## src/sv/qbf_pkg.sv

```systemverilog
// Shared types, constants and control structs of the quadratic Bezier flattener.
package qbf_pkg;

	localparam int MAX_DEPTH_DEF   = 6;
	localparam int COORD_WIDTH_DEF = 32;
	localparam int TOL_W           = 31;
	localparam logic [TOL_W-1:0] TOL_RESET = 31'd65536;

	typedef struct packed {
		logic signed [31:0] start_x;
		logic signed [31:0] start_y;
		logic signed [31:0] ctrl_x;
		logic signed [31:0] ctrl_y;
		logic signed [31:0] end_x;
		logic signed [31:0] end_y;
	} qbf_req_t;

	typedef struct packed {
		logic signed [31:0] out_x;
		logic signed [31:0] out_y;
		logic               last_point;
	} qbf_res_t;

	// Commands from the controller to the datapath.
	typedef struct packed {
		logic load;
		logic eval;
		logic split;
		logic emit;
	} qbf_cmd_t;

	// Status from the datapath to the controller.
	typedef struct packed {
		logic flat;
		logic at_max;
		logic stack_empty;
	} qbf_stat_t;

endpackage

```

## src/sv/quad_bezier_flattener.sv

```systemverilog
// Top level of the quadratic Bezier flattener.
//
//  channel   | ports                       | handshake
//  ----------+-----------------------------+-----------------------------------
//  request   | start, busy, request        | taken when start=1 and busy=0
//  result    | result_valid, result        | one-cycle strobe, cannot be held off
//  config    | cfg_we, cfg_wdata           | flatness tolerance, written on cfg_we
//
// Each subdivision step registers the deviation magnitudes in ST_EVAL, then
// does the tolerance compare and the split or emit in ST_DECIDE.
// A curve gives at most 64 points; busy falls as the final point is strobed.
// Reset sets the tolerance to 65536 and empties the stack; no clearing pass.
// Results leave on a strobe the receiver must take; nothing stalls inside.
module quad_bezier_flattener #(
	parameter int MAX_DEPTH   = qbf_pkg::MAX_DEPTH_DEF,
	parameter int COORD_WIDTH = qbf_pkg::COORD_WIDTH_DEF
) (
	input  logic                      clk,
	input  logic                      arst_n,
	input  logic                      start,
	output logic                      busy,
	input  qbf_pkg::qbf_req_t         request,
	input  logic                      cfg_we,
	input  logic [qbf_pkg::TOL_W-1:0] cfg_wdata,
	output logic                      result_valid,
	output qbf_pkg::qbf_res_t         result
);

	qbf_pkg::qbf_cmd_t  cmd;
	qbf_pkg::qbf_stat_t stat;

	qbf_ctrl u_ctrl (
		.clk    (clk),
		.arst_n (arst_n),
		.start  (start),
		.stat   (stat),
		.cmd    (cmd),
		.busy   (busy)
	);

	qbf_datapath #(
		.MAX_DEPTH   (MAX_DEPTH),
		.COORD_WIDTH (COORD_WIDTH)
	) u_datapath (
		.clk          (clk),
		.arst_n       (arst_n),
		.cmd          (cmd),
		.request      (request),
		.cfg_we       (cfg_we),
		.cfg_wdata    (cfg_wdata),
		.stat         (stat),
		.result_valid (result_valid),
		.result       (result)
	);

endmodule

```

## src/sv/qbf_ctrl.sv

```systemverilog
// Controller state machine of the quadratic Bezier flattener.
module qbf_ctrl (
	input  logic                clk,
	input  logic                arst_n,
	input  logic                start,
	input  qbf_pkg::qbf_stat_t  stat,
	output qbf_pkg::qbf_cmd_t   cmd,
	output logic                busy
);

	typedef enum logic [1:0] {
		ST_IDLE,
		ST_EVAL,
		ST_DECIDE
	} state_t;

	state_t state_q;
	logic   busy_q;
	logic   do_emit;

	assign do_emit = stat.flat || stat.at_max;
	assign busy    = busy_q;

	always_comb begin
		cmd = '0;
		unique case (state_q)
			ST_IDLE: begin
				cmd.load = start;
			end
			ST_EVAL: begin
				cmd.eval = 1'b1;
			end
			ST_DECIDE: begin
				cmd.emit  = do_emit;
				cmd.split = !do_emit;
			end
			default: begin
				cmd = '0;
			end
		endcase
	end

	always_ff @(posedge clk or negedge arst_n) begin
		if (!arst_n) begin
			state_q <= ST_IDLE;
			busy_q  <= 1'b0;
		end else begin
			unique case (state_q)
				ST_IDLE: begin
					if (start) begin
						state_q <= ST_EVAL;
						busy_q  <= 1'b1;
					end
				end
				ST_EVAL: begin
					state_q <= ST_DECIDE;
				end
				ST_DECIDE: begin
					// The final point leaves with an empty stack; the curve is done.
					if (do_emit && stat.stack_empty) begin
						state_q <= ST_IDLE;
						busy_q  <= 1'b0;
					end else begin
						state_q <= ST_EVAL;
					end
				end
				default: begin
					state_q <= ST_IDLE;
					busy_q  <= 1'b0;
				end
			endcase
		end
	end

endmodule

```

## src/sv/qbf_datapath.sv

```systemverilog
// Datapath of the quadratic Bezier flattener: segment registers, stack, flatness test.
module qbf_datapath #(
	parameter int MAX_DEPTH   = qbf_pkg::MAX_DEPTH_DEF,
	parameter int COORD_WIDTH = qbf_pkg::COORD_WIDTH_DEF
) (
	input  logic                        clk,
	input  logic                        arst_n,
	input  qbf_pkg::qbf_cmd_t           cmd,
	input  qbf_pkg::qbf_req_t           request,
	input  logic                        cfg_we,
	input  logic [qbf_pkg::TOL_W-1:0]   cfg_wdata,
	output qbf_pkg::qbf_stat_t          stat,
	output logic                        result_valid,
	output qbf_pkg::qbf_res_t           result
);

	localparam int CW       = COORD_WIDTH;
	localparam int LVL_W    = $clog2(MAX_DEPTH + 1);
	localparam int SP_IDX_W = (MAX_DEPTH > 1) ? $clog2(MAX_DEPTH) : 1;
	localparam int ENT_W    = 4 * CW + LVL_W;
	localparam int CMP_W    = (CW + 2 > qbf_pkg::TOL_W) ? CW + 2 : qbf_pkg::TOL_W;

	typedef logic signed [CW-1:0] coord_t;

	// Floor of (a + b) / 2, taken one bit wider so the sum cannot overflow.
	function automatic coord_t half_sum(input coord_t a, input coord_t b);
		logic signed [CW:0] s;
		s = (CW+1)'(a) + (CW+1)'(b);
		return coord_t'(s[CW:1]);
	endfunction

	function automatic logic [CW:0] dev_mag(input coord_t c, input coord_t h);
		logic signed [CW:0] d;
		d = (CW+1)'(c) - (CW+1)'(h);
		return d[CW] ? (CW+1)'(-d) : (CW+1)'(d);
	endfunction

	coord_t sx_q, sy_q, cx_q, cy_q, ex_q, ey_q;
	logic [LVL_W-1:0]        lvl_q;
	logic [LVL_W-1:0]        sp_q;
	logic [LVL_W-1:0]        sp_dec;
	logic [CW:0]             magx_q, magy_q;
	logic [qbf_pkg::TOL_W-1:0] tol_q;
	logic [ENT_W-1:0]        stk_q [MAX_DEPTH];
	logic [ENT_W-1:0]        stk_rd;
	logic [CMP_W-1:0]        dev;
	coord_t lx, ly, rx, ry, mx, my;
	coord_t pop_cx, pop_cy, pop_ex, pop_ey;
	logic [LVL_W-1:0]        pop_lvl;
	qbf_pkg::qbf_res_t       res_q;
	logic                    res_valid_q;

	assign lx = half_sum(sx_q, cx_q);
	assign ly = half_sum(sy_q, cy_q);
	assign rx = half_sum(cx_q, ex_q);
	assign ry = half_sum(cy_q, ey_q);
	assign mx = half_sum(lx, rx);
	assign my = half_sum(ly, ry);

	assign dev = CMP_W'(magx_q) + CMP_W'(magy_q);

	assign sp_dec = sp_q - LVL_W'(1);
	assign stk_rd = stk_q[sp_dec[SP_IDX_W-1:0]];
	assign {pop_cx, pop_cy, pop_ex, pop_ey, pop_lvl} = stk_rd;

	assign stat.flat        = dev <= CMP_W'(tol_q);
	assign stat.at_max      = lvl_q == LVL_W'(MAX_DEPTH);
	assign stat.stack_empty = sp_q == '0;

	assign result_valid = res_valid_q;
	assign result       = res_q;

	always_ff @(posedge clk or negedge arst_n) begin
		if (!arst_n) begin
			tol_q       <= qbf_pkg::TOL_RESET;
			sp_q        <= '0;
			lvl_q       <= '0;
			res_valid_q <= 1'b0;
		end else begin
			res_valid_q <= cmd.emit;
			if (cfg_we) begin
				tol_q <= cfg_wdata;
			end
			if (cmd.load) begin
				sp_q  <= '0;
				lvl_q <= '0;
			end else if (cmd.split) begin
				sp_q  <= sp_q + LVL_W'(1);
				lvl_q <= lvl_q + LVL_W'(1);
			end else if (cmd.emit && sp_q != '0) begin
				sp_q  <= sp_dec;
				lvl_q <= pop_lvl;
			end
		end
	end

	always_ff @(posedge clk) begin
		if (cmd.load) begin
			sx_q <= coord_t'(request.start_x[CW-1:0]);
			sy_q <= coord_t'(request.start_y[CW-1:0]);
			cx_q <= coord_t'(request.ctrl_x[CW-1:0]);
			cy_q <= coord_t'(request.ctrl_y[CW-1:0]);
			ex_q <= coord_t'(request.end_x[CW-1:0]);
			ey_q <= coord_t'(request.end_y[CW-1:0]);
		end else if (cmd.split) begin
			// Keep the left half, park the right half on the stack.
			stk_q[sp_q[SP_IDX_W-1:0]] <= {rx, ry, ex_q, ey_q, lvl_q + LVL_W'(1)};
			cx_q <= lx;
			cy_q <= ly;
			ex_q <= mx;
			ey_q <= my;
		end else if (cmd.emit && sp_q != '0) begin
			sx_q <= ex_q;
			sy_q <= ey_q;
			cx_q <= pop_cx;
			cy_q <= pop_cy;
			ex_q <= pop_ex;
			ey_q <= pop_ey;
		end
		if (cmd.eval) begin
			magx_q <= dev_mag(cx_q, half_sum(sx_q, ex_q));
			magy_q <= dev_mag(cy_q, half_sum(sy_q, ey_q));
		end
		if (cmd.emit) begin
			res_q.out_x      <= 32'(ex_q);
			res_q.out_y      <= 32'(ey_q);
			res_q.last_point <= sp_q == '0;
		end
	end

	a_sp_le_lvl: assert property (@(posedge clk) disable iff (!arst_n)
		sp_q <= lvl_q)
		else $error("stack depth exceeds subdivision level");

	a_lvl_range: assert property (@(posedge clk) disable iff (!arst_n)
		lvl_q <= LVL_W'(MAX_DEPTH))
		else $error("subdivision level beyond depth limit");

	a_split_below_max: assert property (@(posedge clk) disable iff (!arst_n)
		cmd.split |-> (lvl_q < LVL_W'(MAX_DEPTH)) && !stat.flat)
		else $error("split issued on a segment that must be emitted");

	a_last_gap: assert property (@(posedge clk) disable iff (!arst_n)
		res_valid_q && res_q.last_point |=> !res_valid_q)
		else $error("result follows the final point of a curve too closely");

endmodule

```

## config.mk

```make
export PLATFORM = sky130hd
export DESIGN_NAME = quad_bezier_flattener
export DESIGN_NICKNAME = d
export VERILOG_FILES = /design/src/sv/qbf_pkg.sv /design/src/sv/quad_bezier_flattener.sv /design/src/sv/qbf_ctrl.sv /design/src/sv/qbf_datapath.sv
export SDC_FILE = /design/constraint.sdc
export NUM_CORES = 2
export LEC_CHECK = 0
export CORE_MARGIN = 2
export CORE_UTILIZATION = 40
export DETAILED_ROUTE_END_ITERATION = 16
export DONT_BUFFER_PORTS = 1
export PLACE_DENSITY = 0.61
export SYNTH_ARGS = -nofsm -noshare
export SYNTH_HDL_FRONTEND = slang
export SYNTH_SLANG_ARGS = --single-unit
```

## constraint.sdc

```tcl
create_clock -name clk -period 23.6 [get_ports clk]
set_clock_uncertainty 0.1 [all_clocks]
set_input_delay 1.18 -clock clk [delete_from_list [all_inputs] [get_ports clk]]
set_output_delay 1.18 -clock clk [all_outputs]
set_load 0.05 [all_outputs]
```

==> impl_results.md <==
- Post-Syn Area: 0.0621 mm^2
- Vias: 41900
- Register area share after synthesis: ~55%
- RSZ-0062 raised after global routing: false
- GPL Wtd Cong: 0.900
- Final setup violating endpoints: 0
- Vias in the first global route: 40600
- Reg2Reg Depth: 26
- Relative slew slack: 18.2%
- Post-cts resize count: 0
- Total grt overflow: 0
- Remaining DRCs: 0
- Pwr Density: roughly 170 mW/mm^2
- Post-Syn Area per Cell: roughly 12 um^2
- Area leader, netlist: edfxtp_1
- Clock slew at reported path FFs: roughly 0.06 ns
- Synth unique cells: 90
- DIE AREA: 0.158 mm^2
- Number of fill cells: about 14000
- Fin. max-slew vios: 0
- Number of synthesized flops with an enable pin: 1109
- Die Span X: 398 um
- Num CTS Buffers: between 100 and 150
- First-pass GRT wire length: 272000 um
- # rows: approximately 140
- CTS tree: done
- Total number of yosys warnings: 0
- Postcts setup bufs: 0
- Yosys reg bits: 1150
- # IOs: 294
- I/O Buffers: 0
- WS Path Type: reg -> reg
- Achievable Freq: 125 MHz
- Top FF cell, synth: edfxtp_1
- Final Cycle Share: 33.9%
- Worst-margin pin slew: 1.23 ns
- Pin count of the biggest net entering global routing: 196
- Worst VDD drop: approximately 290 uV
- Antenna violations before repair: 27
- CTS root buf: clkbuf_16
- Max cap viols: 0
- Arr. time, crit path: 8.27 ns
- Routed Antenna Nets: 0
- Initial Utilization: 40.3%
- GRT Overall Usage: 23.2%
- Synth top cells by count: edfxtp_1 (1109), nand2_1 (450), ha_1 (383)
- Core Box Area: 0.154 mm^2
- Setup TNS: 0 ns
- Clk_lat worst skew: 0.79 ns
- Post-layout min period: 7.99 ns
- Total length of routed wires: 185000 um
- Synth Net Count: between 5000 and 6000
- Drt via density: 5.87
- Layout area overhead: 11.0%
- Hold WC Path Type: in -> async
- CTS sink cnt: 1150
- Drt pass-1 iters: 6
- Top-count cell post-synth: edfxtp_1
- Top cells by area, synth: edfxtp_1 (54%), ha_1 (7.7%), mux4_2 (4.8%), xnor2_1 (3.4%), a21oi_1 (2.8%)
- Post-DR wirelength/cell: 26.0 um
- Post-Syn Instances: slightly below 5000
- Layout cells sized above 1: 8.67%
- DP Wirelength: 132000 um
- CP required: 23.88 ns
- Setup crit start kind: flop
- Share of flip-flops with an asynchronous set or reset: 3.57%
- Initial DRC Count: around 4300
- R2R Setup Slk: 15.61 ns
- H-tree Lvls: 4
- Nature of the critical path endpoint: flop
- Pleak: 0.0253 uW
- Top cell type's share of synthesized area: 53.6%
- Worst-path fanout max: 170
- Layout net count: about 5600
- Status: complete, no violations
- Clk buf depth: 3
- Final Hold Fails: 0
- Final Hold Slack: 0.158 ns
- Die height: 398 um
[report_power, final]
part,switching [uW],internal [uW]
combinational,4130,2240
clock,873,1180
sequential,157,3030
[logic make-up (layout without fill, tap and decap cells)]
family          after synthesis  count (layout)  synth area share (%)
flops                      1150            1150                  55.3
xor+xnor                    360             360                  5.08
mux                         269             269                  6.98
buf+inv                     322             439                  1.98
other cells                   0              12                     0
compound gates             1247            1247                  13.4
simple gates               1229            1229                  9.17
fa+ha+maj                   394             394                  8.07
[final timing paths]
check	end	start
worst max-delay path	u_datapath.stk_q[4][88]	u_datapath.magy_q[0]
worst min-delay path	u_datapath.tol_q[16]	arst_n
worst max register to register	u_datapath.stk_q[4][88]	u_datapath.magy_q[0]
worst min register to register	u_datapath.lvl_q[0]	u_datapath.lvl_q[0]
max in group asynchronous	u_datapath.sp_q[0]	arst_n
min in group clk	u_datapath.tol_q[16]	cfg_we
[critical path: stages (launching register included)]
cell and delay [ns]:
edfxtp_1 0.37, ha_1 0.24, inv_1 0.08, fa_1 0.21, nor2b_1 0.07, o211a_1 0.23, o221ai_1 0.23, a21boi_1 0.15
o31ai_1 0.53, o21ai_1 0.23, a211o_1 0.34, a31oi_1 0.23, nor3_1 0.09, o41ai_1 0.37, xnor2_1 0.18, ha_1 0.28
nand3_1 0.09, nor3_1 0.06, a21oi_1 0.18, a2111oi_2 0.09, buf_4 0.19, a21oi_4 0.22, buf_12 0.64, nand2_1 0.21
nor3_2 0.19, buf_4 0.70, buf_4 0.86
[cells in the final DEF (no fill, tap or decap), drive strengths merged, types with 65 or more instances in the layout]
cell / instances
a2111oi: 65
a21o: 144
a21oi: 345
a221o: 66
clkbuf: 161
edfxtp: 1109
ha: 383
inv: 158
mux2i: 135
mux4: 131
nand2: 450
nand3: 75
nor2: 331
nor3: 75
o21ai: 244
xnor2: 238
xor2: 122
[area by class of cell]
cell class	count	area (um^2)	share of cell area, %
timing repair buffer	48	418	0.607
clock buffer	161	3490	5.07
antenna	12	30.0	0.0436
inverter	150	563	0.817
clock inverter	80	832	1.21
sequential	1150	34300	49.8
tap	2044	2560	3.71
multi-input combinational	3499	26700	38.7
[registers in the layout, summed over array words and instances, names as in the netlist, 31 cells and up]
signal             cells
u_datapath.magx_q     33
u_datapath.sy_q       32
u_datapath.ey_q       32
u_datapath.tol_q      31
u_datapath.sx_q       32
u_datapath.ex_q       32
u_datapath.stk_q     786
u_datapath.magy_q     33
u_datapath.cx_q       32
u_datapath.result     65
u_datapath.cy_q       32
[metal layers]
| layer | track usage, % | part of all wire (%) | vias up |
|---|---|---|---|
| met4 | 7.29 | 3.0 | 16 |
| li1 | - | - | 19200 |
| met5 | 0 | 0.056 | - |
| met3 | 4.50 | 7.2 | 268 |
| met1 | 32.0 | 44 | 20900 |
| met2 | 36.7 | 46 | 1430 |
[through the flow]
stage               worst slack [ns]  total power [uW]  area, um^2  instances  util [%]
floorplan                       5.83              7800       62100       4971         -
global placement               15.73              9480       64500       6890      41.9
detailed placement             15.65              9570       64500       6890      41.9
CTS                            15.61             11700       68900       7132      44.7
global route                   15.08             12300       68900       7138      44.7
finish                         15.61             11600       68900       7144      44.7
[repair_timing]
item | CTS | global route
hold buffers | 1 | 0
setup endpoints to repair | 0 | 0
endpoints found under the hold margin | 40 | 0
(Power assumes the default switching activity.)
